--- src/hw/rtl/ptru_pkg.sv ---
// Shared types, constants and helpers for the point translate/rotate unit.
package ptru_pkg;

   localparam int COORD_W      = 32;
   localparam int ANGLE_W      = 16;
   localparam int GUARD_BITS   = 8;
   localparam int CORDIC_STEPS = 16;
   localparam int MAX_STEPS    = 30;
   localparam int STEP_COUNT   = (CORDIC_STEPS > MAX_STEPS) ? MAX_STEPS : CORDIC_STEPS;
   localparam int STEP_W       = $clog2(MAX_STEPS);
   localparam int WORK_W       = 43;                      // Q16.24 plus CORDIC growth
   localparam int SUM_W        = WORK_W - GUARD_BITS;     // pre-saturation width
   localparam int RESID_W      = 32;                      // angle, 2^32 per turn

   // command and axis codes
   localparam logic [1:0] CMD_SET       = 2'd0;
   localparam logic [1:0] CMD_TRANSLATE = 2'd1;
   localparam logic [1:0] CMD_ROTATE    = 2'd2;
   localparam logic [1:0] AXIS_X        = 2'd0;
   localparam logic [1:0] AXIS_Y        = 2'd1;

   typedef struct packed {
      logic                      start;
      logic [COORD_W-1:0]        a;
      logic [COORD_W-1:0]        b;
      logic [ANGLE_W-1:0]        angle;
   } rot_req_type;

   typedef struct packed {
      logic                      done;
      logic                      clip;
      logic [COORD_W-1:0]        a;
      logic [COORD_W-1:0]        b;
   } rot_rsp_type;

   typedef struct packed {
      logic                      clip;
      logic [COORD_W-1:0]        value;
   } sat_type;

   // atan(2^-i) in 2^32-per-turn units
   function automatic logic signed [RESID_W-1:0] atan_step(input logic [STEP_W-1:0] i);
      logic signed [RESID_W-1:0] r;
      case (i)
         5'd0:  r = 32'sd536870912;
         5'd1:  r = 32'sd316933406;
         5'd2:  r = 32'sd167458907;
         5'd3:  r = 32'sd85004756;
         5'd4:  r = 32'sd42667331;
         5'd5:  r = 32'sd21354465;
         5'd6:  r = 32'sd10679838;
         5'd7:  r = 32'sd5340245;
         5'd8:  r = 32'sd2670163;
         5'd9:  r = 32'sd1335087;
         5'd10: r = 32'sd667544;
         5'd11: r = 32'sd333772;
         5'd12: r = 32'sd166886;
         5'd13: r = 32'sd83443;
         5'd14: r = 32'sd41722;
         5'd15: r = 32'sd20861;
         5'd16: r = 32'sd10430;
         5'd17: r = 32'sd5215;
         5'd18: r = 32'sd2608;
         5'd19: r = 32'sd1304;
         5'd20: r = 32'sd652;
         5'd21: r = 32'sd326;
         5'd22: r = 32'sd163;
         5'd23: r = 32'sd81;
         5'd24: r = 32'sd41;
         5'd25: r = 32'sd20;
         5'd26: r = 32'sd10;
         5'd27: r = 32'sd5;
         5'd28: r = 32'sd3;
         5'd29: r = 32'sd1;
         default: r = '0;
      endcase
      return r;
   endfunction

   // clip a wide signed value into a 32-bit coordinate
   function automatic sat_type sat_coord(input logic signed [SUM_W-1:0] v);
      sat_type r;
      logic    fits;
      fits = (v[SUM_W-1:COORD_W-1] == '0) || (v[SUM_W-1:COORD_W-1] == '1);
      r.clip = !fits;
      if (fits) begin
         r.value = v[COORD_W-1:0];
      end else if (v[SUM_W-1]) begin
         r.value = {1'b1, {(COORD_W-1){1'b0}}};
      end else begin
         r.value = {1'b0, {(COORD_W-1){1'b1}}};
      end
      return r;
   endfunction

endpackage

--- src/hw/rtl/point_translate_rotate_unit.sv ---
// Top level of the point translate/rotate unit.
//
// Holds one 3D point in signed Q16.16 and applies one command per request:
// set, translate, or rotate about x, y or z (axis code 3 also means z) by a
// 16-bit binary angle (65536 = one turn). Every request returns the new
// point and a saturation flag. Set, translate and the unused command pass
// from acceptance through the result registers and the write-back state.
// A rotate passes through the gain-correction multiplier (a, then b), a
// rounding step, a quarter-turn fix-up, CORDIC_STEPS micro-rotations on
// the shared shift-add unit, a final round and saturate, a hand-off into
// the result registers, and the write-back.
// req_tready is high only while the unit is idle; a finished result can
// still sit unread on the response side while the next request is accepted,
// and write-back of that next request waits until the response register is
// free.
module point_translate_rotate_unit (
   input  logic          clock,
   input  logic          reset,
   input  logic          req_tvalid,
   output logic          req_tready,
   input  logic [111:0]  req_tdata,   // arg_x, arg_y, arg_z, turn_angle
   input  logic [3:0]    req_tuser,   // cmd, axis_code
   output logic          rsp_tvalid,
   input  logic          rsp_tready,
   output logic [95:0]   rsp_tdata,   // pos_x, pos_y, pos_z
   output logic [0:0]    rsp_tuser    // saturated
);

   localparam int CW = ptru_pkg::COORD_W;
   localparam int SW = ptru_pkg::SUM_W;

   typedef enum logic [1:0] {ST_IDLE, ST_ROTATE, ST_WRITE} state_type;

   state_type        state_ff, state_in;
   logic [CW-1:0]    point_x_ff, point_x_in, point_y_ff, point_y_in;
   logic [CW-1:0]    point_z_ff, point_z_in;
   logic [CW-1:0]    res_x_ff, res_x_in, res_y_ff, res_y_in, res_z_ff, res_z_in;
   logic             res_sat_ff, res_sat_in;
   logic             rsp_valid_ff, rsp_valid_in;
   logic             rsp_sat_ff, rsp_sat_in;
   logic [1:0]       axis_ff, axis_in;

   // request fields
   logic [1:0]                    req_cmd, req_axis;
   logic [CW-1:0]                 arg_x, arg_y, arg_z;
   logic [ptru_pkg::ANGLE_W-1:0]  turn_angle;
   logic                          req_fire;

   ptru_pkg::rot_req_type  rot_req;
   ptru_pkg::rot_rsp_type  rot_rsp;
   ptru_pkg::sat_type      sum_x, sum_y, sum_z;

   assign req_cmd    = req_tuser[1:0];
   assign req_axis   = req_tuser[3:2];
   assign arg_x      = req_tdata[31:0];
   assign arg_y      = req_tdata[63:32];
   assign arg_z      = req_tdata[95:64];
   assign turn_angle = req_tdata[111:96];

   assign req_tready = (state_ff == ST_IDLE);
   assign req_fire   = req_tvalid & req_tready;

   // translate: widen, add, clip
   assign sum_x = ptru_pkg::sat_coord({{(SW-CW){point_x_ff[CW-1]}}, point_x_ff}
                                    + {{(SW-CW){arg_x[CW-1]}}, arg_x});
   assign sum_y = ptru_pkg::sat_coord({{(SW-CW){point_y_ff[CW-1]}}, point_y_ff}
                                    + {{(SW-CW){arg_y[CW-1]}}, arg_y});
   assign sum_z = ptru_pkg::sat_coord({{(SW-CW){point_z_ff[CW-1]}}, point_z_ff}
                                    + {{(SW-CW){arg_z[CW-1]}}, arg_z});

   // rotation pair: x -> (y,z), y -> (z,x), z -> (x,y)
   always_comb begin
      rot_req.start = req_fire && (req_cmd == ptru_pkg::CMD_ROTATE);
      rot_req.angle = turn_angle;
      unique case (req_axis)
         ptru_pkg::AXIS_X: begin
            rot_req.a = point_y_ff;
            rot_req.b = point_z_ff;
         end
         ptru_pkg::AXIS_Y: begin
            rot_req.a = point_z_ff;
            rot_req.b = point_x_ff;
         end
         default: begin
            rot_req.a = point_x_ff;
            rot_req.b = point_y_ff;
         end
      endcase
   end

   ptru_cordic u_cordic (
      .clock   (clock),
      .reset   (reset),
      .rot_req (rot_req),
      .rot_rsp (rot_rsp)
   );

   always_comb begin
      state_in     = state_ff;
      point_x_in   = point_x_ff;
      point_y_in   = point_y_ff;
      point_z_in   = point_z_ff;
      res_x_in     = res_x_ff;
      res_y_in     = res_y_ff;
      res_z_in     = res_z_ff;
      res_sat_in   = res_sat_ff;
      rsp_valid_in = rsp_valid_ff & ~rsp_tready;
      rsp_sat_in   = rsp_sat_ff;
      axis_in      = axis_ff;
      unique case (state_ff)
         ST_IDLE: begin
            if (req_fire) begin
               axis_in    = req_axis;
               res_x_in   = point_x_ff;
               res_y_in   = point_y_ff;
               res_z_in   = point_z_ff;
               res_sat_in = 1'b0;
               state_in   = ST_WRITE;
               case (req_cmd)
                  ptru_pkg::CMD_SET: begin
                     res_x_in = arg_x;
                     res_y_in = arg_y;
                     res_z_in = arg_z;
                  end
                  ptru_pkg::CMD_TRANSLATE: begin
                     res_x_in   = sum_x.value;
                     res_y_in   = sum_y.value;
                     res_z_in   = sum_z.value;
                     res_sat_in = sum_x.clip | sum_y.clip | sum_z.clip;
                  end
                  ptru_pkg::CMD_ROTATE: state_in = ST_ROTATE;
                  default: ;   // unused command: point unchanged
               endcase
            end
         end
         ST_ROTATE: begin
            if (rot_rsp.done) begin
               res_sat_in = rot_rsp.clip;
               unique case (axis_ff)
                  ptru_pkg::AXIS_X: begin
                     res_y_in = rot_rsp.a;
                     res_z_in = rot_rsp.b;
                  end
                  ptru_pkg::AXIS_Y: begin
                     res_z_in = rot_rsp.a;
                     res_x_in = rot_rsp.b;
                  end
                  default: begin
                     res_x_in = rot_rsp.a;
                     res_y_in = rot_rsp.b;
                  end
               endcase
               state_in = ST_WRITE;
            end
         end
         ST_WRITE: begin
            // the response shows the point register, so commit only when free
            if (!rsp_valid_ff || rsp_tready) begin
               point_x_in   = res_x_ff;
               point_y_in   = res_y_ff;
               point_z_in   = res_z_ff;
               rsp_sat_in   = res_sat_ff;
               rsp_valid_in = 1'b1;
               state_in     = ST_IDLE;
            end
         end
         default: state_in = ST_IDLE;
      endcase
   end

   always_ff @(posedge clock) begin
      if (reset) begin
         state_ff     <= ST_IDLE;
         rsp_valid_ff <= 1'b0;
         point_x_ff   <= '0;
         point_y_ff   <= '0;
         point_z_ff   <= '0;
      end else begin
         state_ff     <= state_in;
         rsp_valid_ff <= rsp_valid_in;
         point_x_ff   <= point_x_in;
         point_y_ff   <= point_y_in;
         point_z_ff   <= point_z_in;
      end
      res_x_ff   <= res_x_in;
      res_y_ff   <= res_y_in;
      res_z_ff   <= res_z_in;
      res_sat_ff <= res_sat_in;
      rsp_sat_ff <= rsp_sat_in;
      axis_ff    <= axis_in;
   end

   assign rsp_tvalid = rsp_valid_ff;
   assign rsp_tdata  = {point_z_ff, point_y_ff, point_x_ff};
   assign rsp_tuser  = rsp_sat_ff;

endmodule

--- src/hw/rtl/ptru_cordic.sv ---
// Gain-corrected CORDIC rotation of one coordinate pair on a shared shift-add unit.
module ptru_cordic (
   input  logic                  clock,
   input  logic                  reset,
   input  ptru_pkg::rot_req_type rot_req,
   output ptru_pkg::rot_rsp_type rot_rsp
);

   localparam int PROD_W = 2 * ptru_pkg::COORD_W + 1;
   localparam int RND_SH = ptru_pkg::COORD_W - ptru_pkg::GUARD_BITS;
   localparam int RND_W  = PROD_W - RND_SH;
   localparam logic signed [ptru_pkg::COORD_W:0] GAIN_Q32 = 33'sh0_9B74EDA8;
   localparam logic signed [PROD_W-1:0] PROD_HALF = PROD_W'(1) << (RND_SH - 1);
   localparam logic signed [ptru_pkg::WORK_W-1:0] OUT_HALF =
      ptru_pkg::WORK_W'(1) << (ptru_pkg::GUARD_BITS - 1);
   localparam logic [ptru_pkg::STEP_W-1:0] LAST_STEP =
      ptru_pkg::STEP_W'(ptru_pkg::STEP_COUNT - 1);

   typedef enum logic [2:0] {
      CS_IDLE, CS_MUL_A, CS_MUL_B, CS_RND_B, CS_QUAD, CS_ITER, CS_FINISH
   } cstate_type;

   cstate_type                                 state_ff, state_in;
   logic signed [ptru_pkg::COORD_W-1:0]        op_a_ff, op_a_in, op_b_ff, op_b_in;
   logic [1:0]                                 quad_ff, quad_in;
   logic signed [ptru_pkg::RESID_W-1:0]        resid_ff, resid_in;
   logic signed [PROD_W-1:0]                   prod_ff, prod_in;
   logic signed [ptru_pkg::WORK_W-1:0]         wa_ff, wa_in, wb_ff, wb_in;
   logic [ptru_pkg::STEP_W-1:0]                step_ff, step_in;
   logic                                       done_ff, done_in, clip_ff, clip_in;
   logic [ptru_pkg::COORD_W-1:0]               out_a_ff, out_a_in, out_b_ff, out_b_in;

   logic signed [ptru_pkg::COORD_W-1:0]        mul_op;
   logic signed [PROD_W-1:0]                   mul_res;
   logic signed [PROD_W-1:0]                   rnd_sum;
   logic signed [ptru_pkg::WORK_W-1:0]         rnd_val;
   logic signed [ptru_pkg::WORK_W-1:0]         da, db;
   logic signed [ptru_pkg::WORK_W-1:0]         fin_a, fin_b;
   logic [ptru_pkg::ANGLE_W-1:0]               ang_sum, ang_res;
   ptru_pkg::sat_type                          sat_a, sat_b;

   // angle reduction: nearest quarter turn plus signed residual
   assign ang_sum = rot_req.angle + ptru_pkg::ANGLE_W'(16'd8192);
   assign ang_res = rot_req.angle - {ang_sum[15:14], 14'd0};

   // the one multiplier: gain correction, a then b
   assign mul_op  = (state_ff == CS_MUL_A) ? op_a_ff : op_b_ff;
   assign mul_res = mul_op * GAIN_Q32;
   assign rnd_sum = prod_ff + PROD_HALF;
   assign rnd_val = {{(ptru_pkg::WORK_W-RND_W){rnd_sum[PROD_W-1]}},
                     rnd_sum[PROD_W-1:RND_SH]};

   // shift-add unit
   assign da = wb_ff >>> step_ff;
   assign db = wa_ff >>> step_ff;

   assign fin_a = wa_ff + OUT_HALF;
   assign fin_b = wb_ff + OUT_HALF;
   assign sat_a = ptru_pkg::sat_coord(fin_a[ptru_pkg::WORK_W-1:ptru_pkg::GUARD_BITS]);
   assign sat_b = ptru_pkg::sat_coord(fin_b[ptru_pkg::WORK_W-1:ptru_pkg::GUARD_BITS]);

   always_comb begin
      state_in = state_ff;
      op_a_in  = op_a_ff;
      op_b_in  = op_b_ff;
      quad_in  = quad_ff;
      resid_in = resid_ff;
      prod_in  = prod_ff;
      wa_in    = wa_ff;
      wb_in    = wb_ff;
      step_in  = step_ff;
      done_in  = 1'b0;
      clip_in  = clip_ff;
      out_a_in = out_a_ff;
      out_b_in = out_b_ff;
      unique case (state_ff)
         CS_IDLE: begin
            if (rot_req.start) begin
               op_a_in  = rot_req.a;
               op_b_in  = rot_req.b;
               quad_in  = ang_sum[15:14];
               resid_in = {ang_res, 16'd0};
               state_in = CS_MUL_A;
            end
         end
         CS_MUL_A: begin
            prod_in  = mul_res;
            state_in = CS_MUL_B;
         end
         CS_MUL_B: begin
            wa_in    = rnd_val;
            prod_in  = mul_res;
            state_in = CS_RND_B;
         end
         CS_RND_B: begin
            wb_in    = rnd_val;
            state_in = CS_QUAD;
         end
         CS_QUAD: begin
            case (quad_ff)
               2'd1: begin
                  wa_in = -wb_ff;
                  wb_in = wa_ff;
               end
               2'd2: begin
                  wa_in = -wa_ff;
                  wb_in = -wb_ff;
               end
               2'd3: begin
                  wa_in = wb_ff;
                  wb_in = -wa_ff;
               end
               default: ;
            endcase
            step_in  = '0;
            state_in = CS_ITER;
         end
         CS_ITER: begin
            if (!resid_ff[ptru_pkg::RESID_W-1]) begin
               wa_in    = wa_ff - da;
               wb_in    = wb_ff + db;
               resid_in = resid_ff - ptru_pkg::atan_step(step_ff);
            end else begin
               wa_in    = wa_ff + da;
               wb_in    = wb_ff - db;
               resid_in = resid_ff + ptru_pkg::atan_step(step_ff);
            end
            if (step_ff == LAST_STEP) begin
               state_in = CS_FINISH;
            end else begin
               step_in = step_ff + 1'b1;
            end
         end
         CS_FINISH: begin
            out_a_in = sat_a.value;
            out_b_in = sat_b.value;
            clip_in  = sat_a.clip | sat_b.clip;
            done_in  = 1'b1;
            state_in = CS_IDLE;
         end
         default: state_in = CS_IDLE;
      endcase
   end

   always_ff @(posedge clock) begin
      if (reset) begin
         state_ff <= CS_IDLE;
         done_ff  <= 1'b0;
      end else begin
         state_ff <= state_in;
         done_ff  <= done_in;
      end
      op_a_ff  <= op_a_in;
      op_b_ff  <= op_b_in;
      quad_ff  <= quad_in;
      resid_ff <= resid_in;
      prod_ff  <= prod_in;
      wa_ff    <= wa_in;
      wb_ff    <= wb_in;
      step_ff  <= step_in;
      clip_ff  <= clip_in;
      out_a_ff <= out_a_in;
      out_b_ff <= out_b_in;
   end

   assign rot_rsp.done = done_ff;
   assign rot_rsp.clip = clip_ff;
   assign rot_rsp.a    = out_a_ff;
   assign rot_rsp.b    = out_b_ff;

endmodule
--- config.mk ---
export PLATFORM = sky130hd
export DESIGN_NAME = point_translate_rotate_unit
export DESIGN_NICKNAME = d
export VERILOG_FILES = /design/src/hw/rtl/ptru_pkg.sv /design/src/hw/rtl/point_translate_rotate_unit.sv /design/src/hw/rtl/ptru_cordic.sv
export SDC_FILE = /design/constraint.sdc
export NUM_CORES = 2
export LEC_CHECK = 0
export ABC_AREA = 1
export BUFFER_PORTS_ARGS = -buffer_cell sky130_fd_sc_hd__buf_2
export CAP_MARGIN = 30
export CORE_MARGIN = 2
export CORE_UTILIZATION = 35
export CTS_CLUSTER_DIAMETER = 100
export DETAILED_ROUTE_END_ITERATION = 10
export PLACE_DENSITY = 0.61
export SLEW_MARGIN = 5
export SYNTH_ARGS = -nofsm -noshare
export SYNTH_HDL_FRONTEND = slang
export SYNTH_SLANG_ARGS = --single-unit
--- constraint.sdc ---
create_clock -name clock -period 17 [get_ports clock]
set_input_delay 0.85 -clock clock [delete_from_list [all_inputs] [get_ports clock]]
set_output_delay 0.85 -clock clock [all_outputs]
set_load 0.01 [all_outputs]
==> results.yml <==
critical_path:
  worstSetupPathType: "reg2reg"
  end_kind: "register"
  crit_top_cell: "fa_1"
  r2r-start: "u_cordic.state_ff[0]$_SDFFE_PP0P_"
  critPathMaxStageDelay_ps: 830
  r2r_slack_ps: 7900
  cpMaxStageDelayCell: "o21ai_0"
  arrival_ps: 9590
  crit_path_max_fanout: 68
  critPathRequiredTime_ps: 17490
  reg2regPathDepth: 29
  worst_setup_path_start_kind: "register"
  r2r_end: "u_cordic.prod_ff[58]$_DFFE_PP_"
sta:
  finalHoldViolCount: 0
  final_max_slew_viol_count: 0
  max_freq_ghz: 0.1099
  finalSetupViolations: 0
  min_period_ps: 9101
  period_share: 0.5353
  skew_ps: 59.14
  tightest_slew_ps: 1128
  final.setup.tns_ps: 0
  relSlewSlack: 0.2399
  rsz0062_at_grt: "false"
logic_synthesis:
  syn-cell-area_sq_mm: 0.07021
  synth-seq-area-share: 0.2073
  synth_edf_count: 396
  synth.distinct_cells: 73
  ys_async_sr_fraction: 0
  postSynthCellCount: 9878
  yosys_warnings: 0
  syn_nets: 10994
  synth-main-ff-cell: "edfxtp_1"
  ys_seq_elements: 529
  avgSynthCellArea_sq_um: 7.108
clock_network:
  cts_hold_buf: 0
  clkTransAtPathRegs_ps: 70
  cts_root_buffer: "clkbuf_16"
  numCtsBuffers: 67
  htreeDepth: 3
  clkSinkCount: 529
  cts_max_path_buffers: 3
  worstSkewPairLatency_ps: 690
  cts_tree: "built"
  cts_setup_buffers: 0
  cts_resized: 0
final_layout:
  reg_top3: "u_cordic.wa_ff x43, u_cordic.wb_ff x43, u_cordic.prod_ff x42"
  seqCellArea_sq_mm: 0.01455
  drive_above_1_share: 0.06221
  fillers: 21262
  area_delta_synth_final_pct: 8.801
  nets: 11029
  multi_input_area_sq_mm: 0.04873
global_route:
  grt_pass1_wl_microns: 455900
  grt_max_degree: 97
  overflow: 0
  antenna_found_initial: 7
  grt_pass1_vias: 68477
  grt_usage: 0.2974
detailed_routing:
  routed_wl_microns: 312200
  vias: 71166
  drc: 0
  drt_iter0_drc: 8226
  ant_nets: 0
  routedWlPerCell_microns: 24.73
  vias_per_cell: 5.636
  detail_route.first_pass.iterations: 7
run:
  max_cap_viol_count: 0
place:
  detailed_place_hpwl_microns: 256200
  gp_congestion: 1.022
  io_buffers: 218
worst_hold_path:
  holdPathEnd: "u_cordic.resid_ff[24]$_DFFE_PP_"
  hold_depth: 3
  worstHoldPathType: "in2reg"
  hold_start: "req_tdata[104]"
die:
  chipHeight_microns: 451.9
  core_sq_mm: 0.1997
  num_rows: 164
  io_pins: 219
  die_area_sq_mm: 0.2042
  dieWidth_microns: 451.9
  start_util: 0.3517
run_status:
  status: "complete, no violations"
stage by stage:
| step | instances | hold slack, ps | setup slack (ps) | util | instance area, sq um |
|---|---|---|---|---|---|
| after floorplan | 9878 | 400.3 | 9388 | - | 70210 |
| after global placement | 12482 | 401.4 | 8050 | 0.3704 | 73950 |
| after detailed placement | 12493 | 407.1 | 8008 | 0.3710 | 74080 |
| after CTS | 12615 | 385.7 | 7965 | 0.3821 | 76290 |
| after global routing | 12625 | 408.3 | 7504 | 0.3826 | 76390 |
| final | 12627 | 420.6 | 7900 | 0.3826 | 76390 |
per-layer routing:
| metal | routed length, microns | global-route usage | part of all wire |
|---|---|---|---|
| met1 | 128100 | 0.3894 | 0.41 |
| met3 | 27280 | 0.05620 | 0.087 |
| met2 | 140200 | 0.4761 | 0.45 |
| met4 | 16660 | 0.1303 | 0.053 |
| met5 | 15 | 0 | 0.000048 |
synthesized netlist by cell type, types with 17 or more instances:
library cell / n / area [sq um]
a211oi_1: 23 / 172.7
a21o_1: 53 / 397.9
a21oi_1: 634 / 3173
a22oi_1: 65 / 488.0
a31oi_1: 66 / 412.9
buf_1: 36 / 135.1
buf_2: 84 / 420.4
buf_4: 18 / 135.1
clkbuf_1: 237 / 889.6
dfxtp_1: 133 / 2663
edfxtp_1: 396 / 11890
fa_1: 424 / 8488
ha_1: 572 / 7157
inv_1: 1392 / 5225
inv_2: 28 / 105.1
nand2_1: 2091 / 7849
nand3_1: 913 / 4569
nand3b_1: 17 / 127.6
nand4_1: 87 / 544.3
nor2_1: 818 / 3070
nor3_1: 113 / 565.5
nor4_1: 44 / 275.3
o2111ai_1: 18 / 157.7
o211ai_1: 135 / 1013
o21a_1: 38 / 285.3
o21ai_0: 617 / 3088
o21ai_1: 39 / 195.2
o21bai_1: 33 / 247.7
o221ai_1: 48 / 420.4
or2_2: 35 / 219.0
xnor2_1: 131 / 1147
xor2_1: 362 / 3171
worst max-delay path: cells and delay by family (launching register included):
family	cells	cell delay [ps]
AO/OA/AOI/OAI	2	1330
AND/OR/NAND/NOR	11	2080
buffers and inverters	7	930
adder cells (fa/ha/maj)	8	3750
XOR/XNOR	1	230
flip-flops	1	530
area by class of cell:
class	count	share of cell area
multi-input cells	7535	0.6379
flip-flops and latches	529	0.1905
inverters	1427	0.07025
well taps	2656	0.04350
repair buffers	353	0.02871
clock buffers	87	0.02399
clock inverters	35	0.004930
diodes	5	0.0001638
layout by cell type, fill, tap and decap left out, drive strengths merged, types with 87 or more instances in the layout:
cell and n:
clkbuf 91, fa 424, xnor2 131, buf 349, nor2 835, inv 1424, ha 572, edfxtp 396
a21oi 634, nand3 917, nand2 2102, dfxtp 133, o21ai 670, nand4 87, xor2 363, o211ai 135
nor3 121
cells by family (layout without fill, tap and decap cells):
family	count (synthesis)	after routing	synth area share
and+or+nand+nor	4184	4184	0.2533
AOI/OAI and AO/OA	1861	1861	0.1541
buffers and inverters	1814	1902	0.1008
adders and majority gates	996	996	0.2228
DFF	529	529	0.2073
xor gates and xnor gates	494	494	0.06173
other	0	5	0
how the worst max path moves through the flow:
stage / from / endpoint / slack, ps
floorplan: u_cordic.state_ff[0]$_SDFFE_PP0P_ / u_cordic.prod_ff[64]$_DFFE_PP_ / 9390
CTS: u_cordic.state_ff[0]$_SDFFE_PP0P_ / u_cordic.prod_ff[58]$_DFFE_PP_ / 7970
global route: u_cordic.state_ff[0]$_SDFFE_PP0P_ / u_cordic.prod_ff[58]$_DFFE_PP_ / 7500
detailed placement: u_cordic.state_ff[0]$_SDFFE_PP0P_ / u_cordic.prod_ff[58]$_DFFE_PP_ / 8010
global placement: u_cordic.state_ff[0]$_SDFFE_PP0P_ / u_cordic.prod_ff[46]$_DFFE_PP_ / 8050
finish: u_cordic.state_ff[0]$_SDFFE_PP0P_ / u_cordic.prod_ff[58]$_DFFE_PP_ / 7900
Power is not shown: default switching activity piles up to over one toggle a cycle in this logic, so the estimate is an artifact.
